## config.mk

```make
export PLATFORM = sky130hd
export DESIGN_NAME = base64_variant_decoder_flat
export DESIGN_NICKNAME = d
export VERILOG_FILES = /design/src/sv/b64v_pkg.sv /design/src/sv/b64v_char_if.sv /design/src/sv/b64v_res_if.sv /design/src/sv/b64v_front.sv /design/src/sv/b64v_queue.sv /design/src/sv/b64v_back.sv /design/src/sv/base64_variant_decoder.sv /design/src/flat_wrapper.sv
export SDC_FILE = /design/constraint.sdc
export NUM_CORES = 1
export LEC_CHECK = 0
export BUFFER_PORTS_ARGS = -buffer_cell sky130_fd_sc_hd__buf_2
export CORE_MARGIN = 5
export CORE_UTILIZATION = 35
export DETAILED_ROUTE_END_ITERATION = 16
export MAX_ROUTING_LAYER = met4
export PLACE_DENSITY = 0.49
export SYNTH_ARGS = -nofsm -noshare
export SYNTH_HDL_FRONTEND = slang
export SYNTH_HIERARCHICAL = 1
export SYNTH_SLANG_ARGS = --single-unit
```

## constraint.sdc

```tcl
create_clock -name clk -period 6.87 [get_ports clk]
set_input_delay 1.374 -clock clk [delete_from_list [all_inputs] [get_ports clk]]
set_output_delay 1.374 -clock clk [all_outputs]
set_load 0.02 [all_outputs]
```

## src/sv/b64v_pkg.sv

```systemverilog
package b64v_pkg;

    localparam logic [7:0]  PAD_CHAR    = 8'h3d;
    localparam logic [15:0] LIMIT_RESET = 16'hffff;

    localparam int unsigned Q_DEPTH = 4;
    localparam int unsigned Q_AW    = 2;
    localparam int unsigned Q_CW    = 3;

    typedef enum logic [1:0] {
        STATUS_DATA = 2'd0,
        STATUS_OK   = 2'd1,
        STATUS_ERR  = 2'd2
    } status_t;

    // one queued job: a decoded group and/or the end-of-message marker
    typedef struct packed {
        logic [23:0] quad;
        logic [2:0]  present;
        logic        done;
        logic        err;
    } grp_cmd_t;

    // {valid, sextet}
    function automatic logic [6:0] sextet_of(input logic [7:0] c);
        logic [6:0] r;
        r = 7'd0;
        if (c >= 8'h41 && c <= 8'h5a)
        begin
            r = {1'b1, 6'(c - 8'h41)};
        end
        else if (c >= 8'h61 && c <= 8'h7a)
        begin
            r = {1'b1, 6'(c - 8'h61 + 8'd26)};
        end
        else if (c >= 8'h30 && c <= 8'h39)
        begin
            r = {1'b1, 6'(c - 8'h30 + 8'd52)};
        end
        else if (c == 8'h26)
        begin
            r = {1'b1, 6'd62};
        end
        else if (c == 8'h24)
        begin
            r = {1'b1, 6'd63};
        end
        return r;
    endfunction

endpackage

```

## src/sv/b64v_char_if.sv

```systemverilog
interface b64v_char_if;
    logic       valid;
    logic       ready;
    logic [7:0] character;
    logic       final_char;

    modport source (output valid, output character, output final_char, input ready);
    modport sink   (input valid, input character, input final_char, output ready);
endinterface

```

## src/sv/b64v_res_if.sv

```systemverilog
interface b64v_res_if;
    logic       valid;
    logic       ready;
    logic [7:0] data_byte;
    logic [1:0] status;
    logic       last;

    modport source (output valid, output data_byte, output status, output last, input ready);
    modport sink   (input valid, input data_byte, input status, input last, output ready);
endinterface

```

## src/sv/b64v_front.sv

```systemverilog
module b64v_front (
    input  logic               clk,
    input  logic               rst_n,
    b64v_char_if.sink          in_chan,
    input  logic               q_full,
    output logic               q_push,
    output b64v_pkg::grp_cmd_t q_cmd
);
    import b64v_pkg::*;

    logic [17:0] acc_reg, acc_next;
    logic [1:0]  pos_reg, pos_next;
    logic [1:0]  pad_reg, pad_next;
    logic        err_reg, err_next;

    logic [6:0]  lookup;
    logic        is_pad;
    logic [5:0]  v;
    logic [1:0]  pad_upd;
    logic [1:0]  pad_for;
    logic [17:0] acc_sh;
    logic        emit;
    logic        accept;

    assign in_chan.ready = !q_full;
    assign accept        = in_chan.valid && !q_full;

    always_comb
    begin
        lookup   = sextet_of(in_chan.character);
        is_pad   = (in_chan.character == PAD_CHAR);
        v        = is_pad ? 6'd0 : lookup[5:0];
        pad_upd  = pad_reg | {is_pad && (pos_reg == 2'd3), is_pad && (pos_reg == 2'd2)};
        acc_sh   = {acc_reg[11:0], v};
        acc_next = acc_reg;
        pos_next = pos_reg;
        pad_next = pad_reg;
        err_next = err_reg;
        emit     = 1'b0;
        pad_for  = 2'b00;
        q_cmd    = '0;

        if (!err_reg)
        begin
            if (!lookup[6] && !(is_pad && pos_reg[1]))
            begin
                err_next = 1'b1;
                acc_next = '0;
                pos_next = '0;
                pad_next = '0;
            end
            else if (pos_reg == 2'd3)
            begin
                emit       = 1'b1;
                q_cmd.quad = {acc_reg, v};
                pad_for    = pad_upd;
                acc_next   = '0;
                pos_next   = '0;
                pad_next   = '0;
            end
            else
            begin
                acc_next = acc_sh;
                pos_next = pos_reg + 2'd1;
                pad_next = pad_upd;
                if (in_chan.final_char)
                begin
                    // short final group: missing sextets read as zero
                    emit    = 1'b1;
                    pad_for = pad_upd;
                    case (pos_reg)
                        2'd0:    q_cmd.quad = {v, 18'd0};
                        2'd1:    q_cmd.quad = {acc_sh[11:0], 12'd0};
                        default: q_cmd.quad = {acc_sh, 6'd0};
                    endcase
                end
            end
        end

        q_cmd.present = emit ? {~pad_for[1], ~pad_for[0], 1'b1} : 3'b000;

        if (in_chan.final_char)
        begin
            q_cmd.done = 1'b1;
            q_cmd.err  = err_next;
            acc_next   = '0;
            pos_next   = '0;
            pad_next   = '0;
            err_next   = 1'b0;
        end

        q_push = accept && (emit || in_chan.final_char);
    end

    always_ff @(posedge clk or negedge rst_n)
    begin
        if (!rst_n)
        begin
            acc_reg <= '0;
            pos_reg <= '0;
            pad_reg <= '0;
            err_reg <= 1'b0;
        end
        else if (accept)
        begin
            acc_reg <= acc_next;
            pos_reg <= pos_next;
            pad_reg <= pad_next;
            err_reg <= err_next;
        end
    end
endmodule

```

## src/sv/b64v_queue.sv

```systemverilog
module b64v_queue (
    input  logic               clk,
    input  logic               rst_n,
    input  logic               push,
    input  b64v_pkg::grp_cmd_t push_cmd,
    input  logic               pop,
    output logic               full,
    output logic               head_valid,
    output b64v_pkg::grp_cmd_t head_cmd
);
    import b64v_pkg::*;

    grp_cmd_t          slot_reg [Q_DEPTH];
    logic [Q_AW-1:0]   wr_reg, wr_next;
    logic [Q_AW-1:0]   rd_reg, rd_next;
    logic [Q_CW-1:0]   cnt_reg, cnt_next;
    logic              do_pop;

    assign full       = (cnt_reg == Q_CW'(Q_DEPTH));
    assign head_valid = (cnt_reg != '0);
    assign head_cmd   = slot_reg[rd_reg];
    assign do_pop     = pop && head_valid;

    always_comb
    begin
        wr_next  = push ? wr_reg + 1'b1 : wr_reg;
        rd_next  = do_pop ? rd_reg + 1'b1 : rd_reg;
        cnt_next = cnt_reg + Q_CW'(push) - Q_CW'(do_pop);
    end

    always_ff @(posedge clk)
    begin
        if (push)
        begin
            slot_reg[wr_reg] <= push_cmd;
        end
    end

    always_ff @(posedge clk or negedge rst_n)
    begin
        if (!rst_n)
        begin
            wr_reg  <= '0;
            rd_reg  <= '0;
            cnt_reg <= '0;
        end
        else
        begin
            wr_reg  <= wr_next;
            rd_reg  <= rd_next;
            cnt_reg <= cnt_next;
        end
    end
endmodule

```

## src/sv/b64v_back.sv

```systemverilog
module b64v_back (
    input  logic               clk,
    input  logic               rst_n,
    input  logic               cfg_wr_en,
    input  logic [15:0]        cfg_wr_data,
    input  logic               head_valid,
    input  b64v_pkg::grp_cmd_t head_cmd,
    output logic               pop,
    b64v_res_if.source         out_chan
);
    import b64v_pkg::*;

    logic [15:0] limit_reg;
    logic [15:0] cnt_reg, cnt_next;
    logic [2:0]  used_reg, used_next;
    logic        ov_reg, ov_next;
    logic [7:0]  data_reg, data_next;
    status_t     stat_reg, stat_next;
    logic        last_reg, last_next;

    logic [2:0]  pend;
    logic [2:0]  pick;
    logic [7:0]  pick_byte;
    logic        out_free;
    logic        load;

    assign out_chan.valid     = ov_reg;
    assign out_chan.data_byte = data_reg;
    assign out_chan.status    = stat_reg;
    assign out_chan.last      = last_reg;

    always_comb
    begin
        pend     = head_cmd.present & ~used_reg;
        out_free = !ov_reg || out_chan.ready;

        if (pend[0])
        begin
            pick      = 3'b001;
            pick_byte = head_cmd.quad[23:16];
        end
        else if (pend[1])
        begin
            pick      = 3'b010;
            pick_byte = head_cmd.quad[15:8];
        end
        else
        begin
            pick      = 3'b100;
            pick_byte = head_cmd.quad[7:0];
        end

        cnt_next  = cnt_reg;
        used_next = used_reg;
        data_next = data_reg;
        stat_next = stat_reg;
        last_next = last_reg;
        load      = 1'b0;
        pop       = 1'b0;

        if (head_valid && out_free)
        begin
            if ((cnt_reg < limit_reg) && (pend != 3'b000))
            begin
                load      = 1'b1;
                data_next = pick_byte;
                stat_next = STATUS_DATA;
                last_next = 1'b0;
                cnt_next  = cnt_reg + 16'd1;
                used_next = used_reg | pick;
                if (((pend & ~pick) == 3'b000) && !head_cmd.done)
                begin
                    pop       = 1'b1;
                    used_next = '0;
                end
            end
            else if (head_cmd.done)
            begin
                load      = 1'b1;
                data_next = 8'd0;
                stat_next = head_cmd.err ? STATUS_ERR : STATUS_OK;
                last_next = 1'b1;
                cnt_next  = '0;
                pop       = 1'b1;
                used_next = '0;
            end
            else
            begin
                // over the limit: group dropped
                pop       = 1'b1;
                used_next = '0;
            end
        end

        ov_next = out_free ? load : ov_reg;
    end

    always_ff @(posedge clk or negedge rst_n)
    begin
        if (!rst_n)
        begin
            limit_reg <= LIMIT_RESET;
            cnt_reg   <= '0;
            used_reg  <= '0;
            ov_reg    <= 1'b0;
        end
        else
        begin
            if (cfg_wr_en)
            begin
                limit_reg <= cfg_wr_data;
            end
            cnt_reg  <= cnt_next;
            used_reg <= used_next;
            ov_reg   <= ov_next;
        end
    end

    always_ff @(posedge clk)
    begin
        data_reg <= data_next;
        stat_reg <= stat_next;
        last_reg <= last_next;
    end
endmodule

```

## src/sv/base64_variant_decoder.sv

```systemverilog
// channel   | dir | word
// in_chan   | in  | character[7:0], final_char
// out_chan  | out | data_byte[7:0], status[1:0], last
// cfg_wr_*  | in  | byte_limit[15:0], written when cfg_wr_en is high
//
// One character is taken each cycle while the four-entry group queue has room.
// The result stage sends one word a cycle unless out_chan stalls; a group gives
// one word per byte, a group dropped over the limit none, and a message a done word.
// Output stalls back up through the queue to in_chan.ready.
// Reset clears group state, counters and queue; byte_limit returns to 65535.
module base64_variant_decoder (
    input  logic        clk,
    input  logic        rst_n,
    input  logic        cfg_wr_en,
    input  logic [15:0] cfg_wr_data,
    b64v_char_if.sink   in_chan,
    b64v_res_if.source  out_chan
);
    import b64v_pkg::*;

    logic     q_full;
    logic     q_push;
    grp_cmd_t q_cmd;
    logic     q_pop;
    logic     head_valid;
    grp_cmd_t head_cmd;

    b64v_front u_front (
        .clk     (clk),
        .rst_n   (rst_n),
        .in_chan (in_chan),
        .q_full  (q_full),
        .q_push  (q_push),
        .q_cmd   (q_cmd)
    );

    b64v_queue u_queue (
        .clk        (clk),
        .rst_n      (rst_n),
        .push       (q_push),
        .push_cmd   (q_cmd),
        .pop        (q_pop),
        .full       (q_full),
        .head_valid (head_valid),
        .head_cmd   (head_cmd)
    );

    b64v_back u_back (
        .clk         (clk),
        .rst_n       (rst_n),
        .cfg_wr_en   (cfg_wr_en),
        .cfg_wr_data (cfg_wr_data),
        .head_valid  (head_valid),
        .head_cmd    (head_cmd),
        .pop         (q_pop),
        .out_chan    (out_chan)
    );
endmodule

```

## src/flat_wrapper.sv

```systemverilog
// flat-port wrapper written by rule: the top's interface ports become plain ports
module base64_variant_decoder_flat import b64v_pkg::*;
  (clk, rst_n, cfg_wr_en, cfg_wr_data, in_chan_valid, in_chan_character, in_chan_final_char, in_chan_ready, out_chan_valid, out_chan_data_byte, out_chan_status, out_chan_last, out_chan_ready);
  b64v_char_if in_chan_i ();
  b64v_res_if out_chan_i ();
  input  logic clk;
  input  logic rst_n;
  input  logic cfg_wr_en;
  input  logic [15:0] cfg_wr_data;
  input wire logic [$bits(in_chan_i.valid)-1:0] in_chan_valid;
  input wire logic [$bits(in_chan_i.character)-1:0] in_chan_character;
  input wire logic [$bits(in_chan_i.final_char)-1:0] in_chan_final_char;
  output wire logic [$bits(in_chan_i.ready)-1:0] in_chan_ready;
  output wire logic [$bits(out_chan_i.valid)-1:0] out_chan_valid;
  output wire logic [$bits(out_chan_i.data_byte)-1:0] out_chan_data_byte;
  output wire logic [$bits(out_chan_i.status)-1:0] out_chan_status;
  output wire logic [$bits(out_chan_i.last)-1:0] out_chan_last;
  input wire logic [$bits(out_chan_i.ready)-1:0] out_chan_ready;
  assign in_chan_i.valid = in_chan_valid;
  assign in_chan_i.character = in_chan_character;
  assign in_chan_i.final_char = in_chan_final_char;
  assign in_chan_ready = in_chan_i.ready;
  assign out_chan_valid = out_chan_i.valid;
  assign out_chan_data_byte = out_chan_i.data_byte;
  assign out_chan_status = out_chan_i.status;
  assign out_chan_last = out_chan_i.last;
  assign out_chan_i.ready = out_chan_ready;
  base64_variant_decoder u_core (.clk(clk), .rst_n(rst_n), .cfg_wr_en(cfg_wr_en), .cfg_wr_data(cfg_wr_data), .in_chan(in_chan_i), .out_chan(out_chan_i));
endmodule
```

==> reports/qor.txt <==
STATUS
--------------------------------------------------------------------------------------
Run status                                                                finished, final reports clean

FINAL LAYOUT
--------------------------------------------------------------------------------------
Layout overhead on the synthesized area                                          11.4%
Commonest cells after routing, fill and taps aside                        sky130_fd_sc_hd__edfxtp_1, sky130_fd_sc_hd__nand2_1, sky130_fd_sc_hd__dfrtp_1
Flip-flop count of the largest register after layout                               116
Antenna diode instance count                                                         0
Footprint of the multi-input gates                                          3550 sq um
Most common library cell in the layout ignoring fill and taps             sky130_fd_sc_hd__edfxtp_1
Filler cell count in the final layout                                             2521
Number of nets in the layout                                                       807
Fraction of final layout cells sized beyond drive strength 1                     0.207
Fin area                                                                   10400 sq um
Area used by sequential logic in the layout                                 5490 sq um
Non-filler cells in the finished layout                                           1094

TIMING
--------------------------------------------------------------------------------------
Hold violation count in the final report                                             0
Period minus WS final                                                          4.55 ns
Final-layout setup total negative slack                                           0 ns
Final cycle utilization of the critical path                                     0.663
Max-slew violation count                                                             0
Highest achievable clock rate                                                  220 MHz
Final setup viols                                                                    0
Worst relative slew slack                                                       0.0887
Unrepaired setup endpoints after global routing                                  false
Transition time at the pin with the least slew margin                          1.33 ns
Final worst clock skew                                                       0.0134 ns

FLOORPLAN
--------------------------------------------------------------------------------------
Number of placed I/O pins                                                           43
Die outline width                                                               174 um
Die Y-Extent                                                                    174 um
Overall die area                                                           30200 sq um
Site row count                                                                      60
Initial core utilization                                                         0.352
Area inside the core boundary                                              26700 sq um

ROUTING
--------------------------------------------------------------------------------------
Remaining DRCs                                                                       0
Vias/cell                                                                         5.42
Antenna-violating nets left                                                          0
DR vias                                                                           5925
Sum of routed wire length over all layers                                     21800 um
Detailed Routing Iterations Pass 1                                                   7
DR WL/cell                                                                     20.0 um
Initial DRC Count                                                                  429

SETUP PATH
--------------------------------------------------------------------------------------
Kind of critical path                                                        in -> reg
Crit Reg-Reg Startpoint                                                   u_core/u_queue/rd_reg[0]$_DFFE_PN0P_
Register-to-register setup slack                                               2.45 ns
Max FO, Critical Path                                                               29
FF-to-FF End                                                              u_core/u_queue/cnt_reg[2]$_DFF_PN0_
R2R depth                                                                           13
Worst Path Buf+Inv                                                                   2
Slowest-stage cell, CP                                                    sky130_fd_sc_hd__a211oi_2
Ordered list of cells on the worst path                                   buf_2 > inv_1 > ha_1 > a21o_2 > a31oi_2 > o211ai_4 > a211oi_2 > o21a_1 > and2_2
Delay of the slowest cell on the worst path                                    0.80 ns
Arrival @ worst endpoint                                                       4.60 ns
Type of element capturing the critical path                                       flop
Required time at the worst-slack endpoint                                      6.92 ns
Dominant delay contributor by cell family on the critical path            compound AO/OA/AOI/OAI gates
Sort of element at the start of the critical path                         primary input

POWER
--------------------------------------------------------------------------------------
Peak VDD IR                                                                   0.142 mV
Overall power after layout                                                     3.59 mW
Power density relative to cell area                                        344 nW/um^2
Leakage                                                                        3.98 nW

SYNTHESIS
--------------------------------------------------------------------------------------
Count of cell types in the netlist                                                  75
Yosys warnings                                                                       6
Syn nets                                                                           774
Async set-or-reset flop fraction in the synthesized netlist                      0.342
Fraction of the yosys area taken by sequential cells                             0.585
Syn avg cell area                                                           13.3 sq um
Number of instances in the synthesized netlist                                     707
Most frequently used flop master after synthesis                          sky130_fd_sc_hd__edfxtp_1
Number of enable-type register cells in the synthesized netlist                    127
Cell Area, Synth                                                            9380 sq um
Seq cells post-synth                                                               193

WORST HOLD PATH
--------------------------------------------------------------------------------------
Worst hold start                                                          u_core/u_back/used_reg[2]$_DFFE_PN0P_
Number of cells on the worst hold path                                               2
Tightest Hold Check Type                                                    reg -> reg
Worst Hold Endpoint                                                       u_core/u_back/used_reg[2]$_DFFE_PN0P_

CLOCK NETWORK
--------------------------------------------------------------------------------------
Maximum buffer depth of the clock tree                                               2
Cell at the root of the clock tree                                        sky130_fd_sc_hd__clkbuf_16
Clock insertion delay at the later pin of the skew report                      0.43 ns
Clock tree from TritonCTS                                                         done
Number of buffers added by the clock tree synthesis step                            17
Number of H-tree levels                                                              4
Number of sinks on the clock net                                                   193
Resized cells post-CTS                                                               0
Clock slew at the register clock pins of the worst setup and hold paths        0.07 ns
Number of setup buffers added after CTS                                              0
Post-CTS Hold Buffers                                                                0

PLACEMENT
--------------------------------------------------------------------------------------
Dpl cell area                                                               9860 sq um
Post-detailed-placement half-perimeter wirelength                             15400 um
Cells after DPL                                                                   1062
Placer's final routability congestion estimate                                   0.891
Quantity of I/O buffers inserted on ports                                           42

GLOBAL ROUTE
--------------------------------------------------------------------------------------
Global Route Usage Sum                                                           0.152
Largest net degree at the start of global routing                                   67
Total gr overflow                                                                    0
Number of global-route vias before repair                                         6134
Number of antenna violations at the first check in global routing                    0
Wire length of the first global-routing pass                                  35100 um

JOB
--------------------------------------------------------------------------------------
Max capacitance violation total                                                      0

cells by family after synthesis:
logic type | synth area share
flops | 0.585
simple gates | 0.103
compound gates | 0.132
buf+inv | 0.0371
mux | 0.0826
fa+ha+maj | 0.0502
xor+xnor | 0.0103
power breakdown:
part	switching [mW]	leakage [nW]	internal, mW
sequential	0.0849	2.03	1.45
clock	0.463	0.288	0.494
combinational	0.683	1.66	0.421
total	1.23	3.98	2.36
tightest hold or removal path, stage by stage, from the launching register on:
cell,delay [ns]
sky130_fd_sc_hd__dfrtp_1,0.34
sky130_fd_sc_hd__a31oi_1,0.05
sky130_fd_sc_hd__nor2_1,0.07
worst max path at each step:
stage	start	to	slack, ns	cells after the start
floorplan	in_chan_character[2]	u_core/u_queue/slot_reg[0][0]$_DFFE_PP_	2.52	10
global placement	in_chan_character[2]	u_core/u_queue/slot_reg[1][6]$_DFFE_PP_	1.97	9
detailed placement	in_chan_character[2]	u_core/u_queue/slot_reg[3][7]$_DFFE_PP_	1.86	9
CTS	in_chan_character[2]	u_core/u_queue/slot_reg[3][17]$_DFFE_PP_	2.31	9
global route	in_chan_character[2]	u_core/u_queue/slot_reg[3][22]$_DFFE_PP_	2.09	9
finish	in_chan_character[2]	u_core/u_queue/slot_reg[3][27]$_DFFE_PP_	2.32	9
cell usage after synthesis, types with 5 or more instances:
library cell / instances / area share
sky130_fd_sc_hd__mux4_2: 28 / 0.067
sky130_fd_sc_hd__inv_1: 37 / 0.015
sky130_fd_sc_hd__a311oi_1: 8 / 0.0075
sky130_fd_sc_hd__and4_1: 6 / 0.0056
sky130_fd_sc_hd__and3_1: 14 / 0.0093
sky130_fd_sc_hd__nand2_1: 73 / 0.029
sky130_fd_sc_hd__a21o_1: 5 / 0.0040
sky130_fd_sc_hd__edfxtp_1: 127 / 0.41
sky130_fd_sc_hd__mux2i_1: 5 / 0.0053
sky130_fd_sc_hd__a22o_1: 18 / 0.017
sky130_fd_sc_hd__and2_1: 13 / 0.0087
sky130_fd_sc_hd__dfstp_2: 16 / 0.045
sky130_fd_sc_hd__nand3_1: 18 / 0.0096
sky130_fd_sc_hd__nor3_1: 6 / 0.0032
sky130_fd_sc_hd__a32o_1: 17 / 0.018
sky130_fd_sc_hd__ha_1: 36 / 0.048
sky130_fd_sc_hd__mux2_2: 6 / 0.0072
sky130_fd_sc_hd__nor2b_1: 10 / 0.0067
sky130_fd_sc_hd__a31oi_1: 16 / 0.011
sky130_fd_sc_hd__nor2_1: 30 / 0.012
sky130_fd_sc_hd__nand2b_1: 5 / 0.0033
sky130_fd_sc_hd__buf_2: 5 / 0.0027
sky130_fd_sc_hd__clkbuf_1: 17 / 0.0068
sky130_fd_sc_hd__dfrtp_1: 50 / 0.13
sky130_fd_sc_hd__xnor2_1: 9 / 0.0084
sky130_fd_sc_hd__buf_6: 7 / 0.0084
sky130_fd_sc_hd__o21ai_0: 38 / 0.020
sky130_fd_sc_hd__a21oi_1: 14 / 0.0075
area by class of cell:
class / count / area share
Multi-Input combinational cell: 441 / 0.340
Clock buffer: 18 / 0.0421
Sequential cell: 193 / 0.525
Inverter: 39 / 0.0140
Tap cell: 341 / 0.0409
Timing Repair Buffer: 48 / 0.0244
Clock inverter: 14 / 0.0133
per-stage QoR:
| stage | hold slack, ns | utilization | worst slack, ns |
|---|---|---|---|
| finish | 0.494 | 0.392 | 2.32 |
| global route | 0.518 | 0.392 | 2.09 |
| CTS | 0.492 | 0.392 | 2.31 |
| detailed placement | 0.475 | 0.370 | 1.86 |
| global placement | 0.477 | 0.370 | 1.97 |
| floorplan | 0.454 | - | 2.52 |
routing by layer:
layer  vias up  GRT usage  part of all wire
li1       2779          -                 -
met1      3006      0.204              0.47
met2       126      0.240              0.48
met3        14     0.0314             0.040
met4         0     0.0363             0.013
met5         -          -                 0
Note: power is estimated with default switching activity, not from simulation.
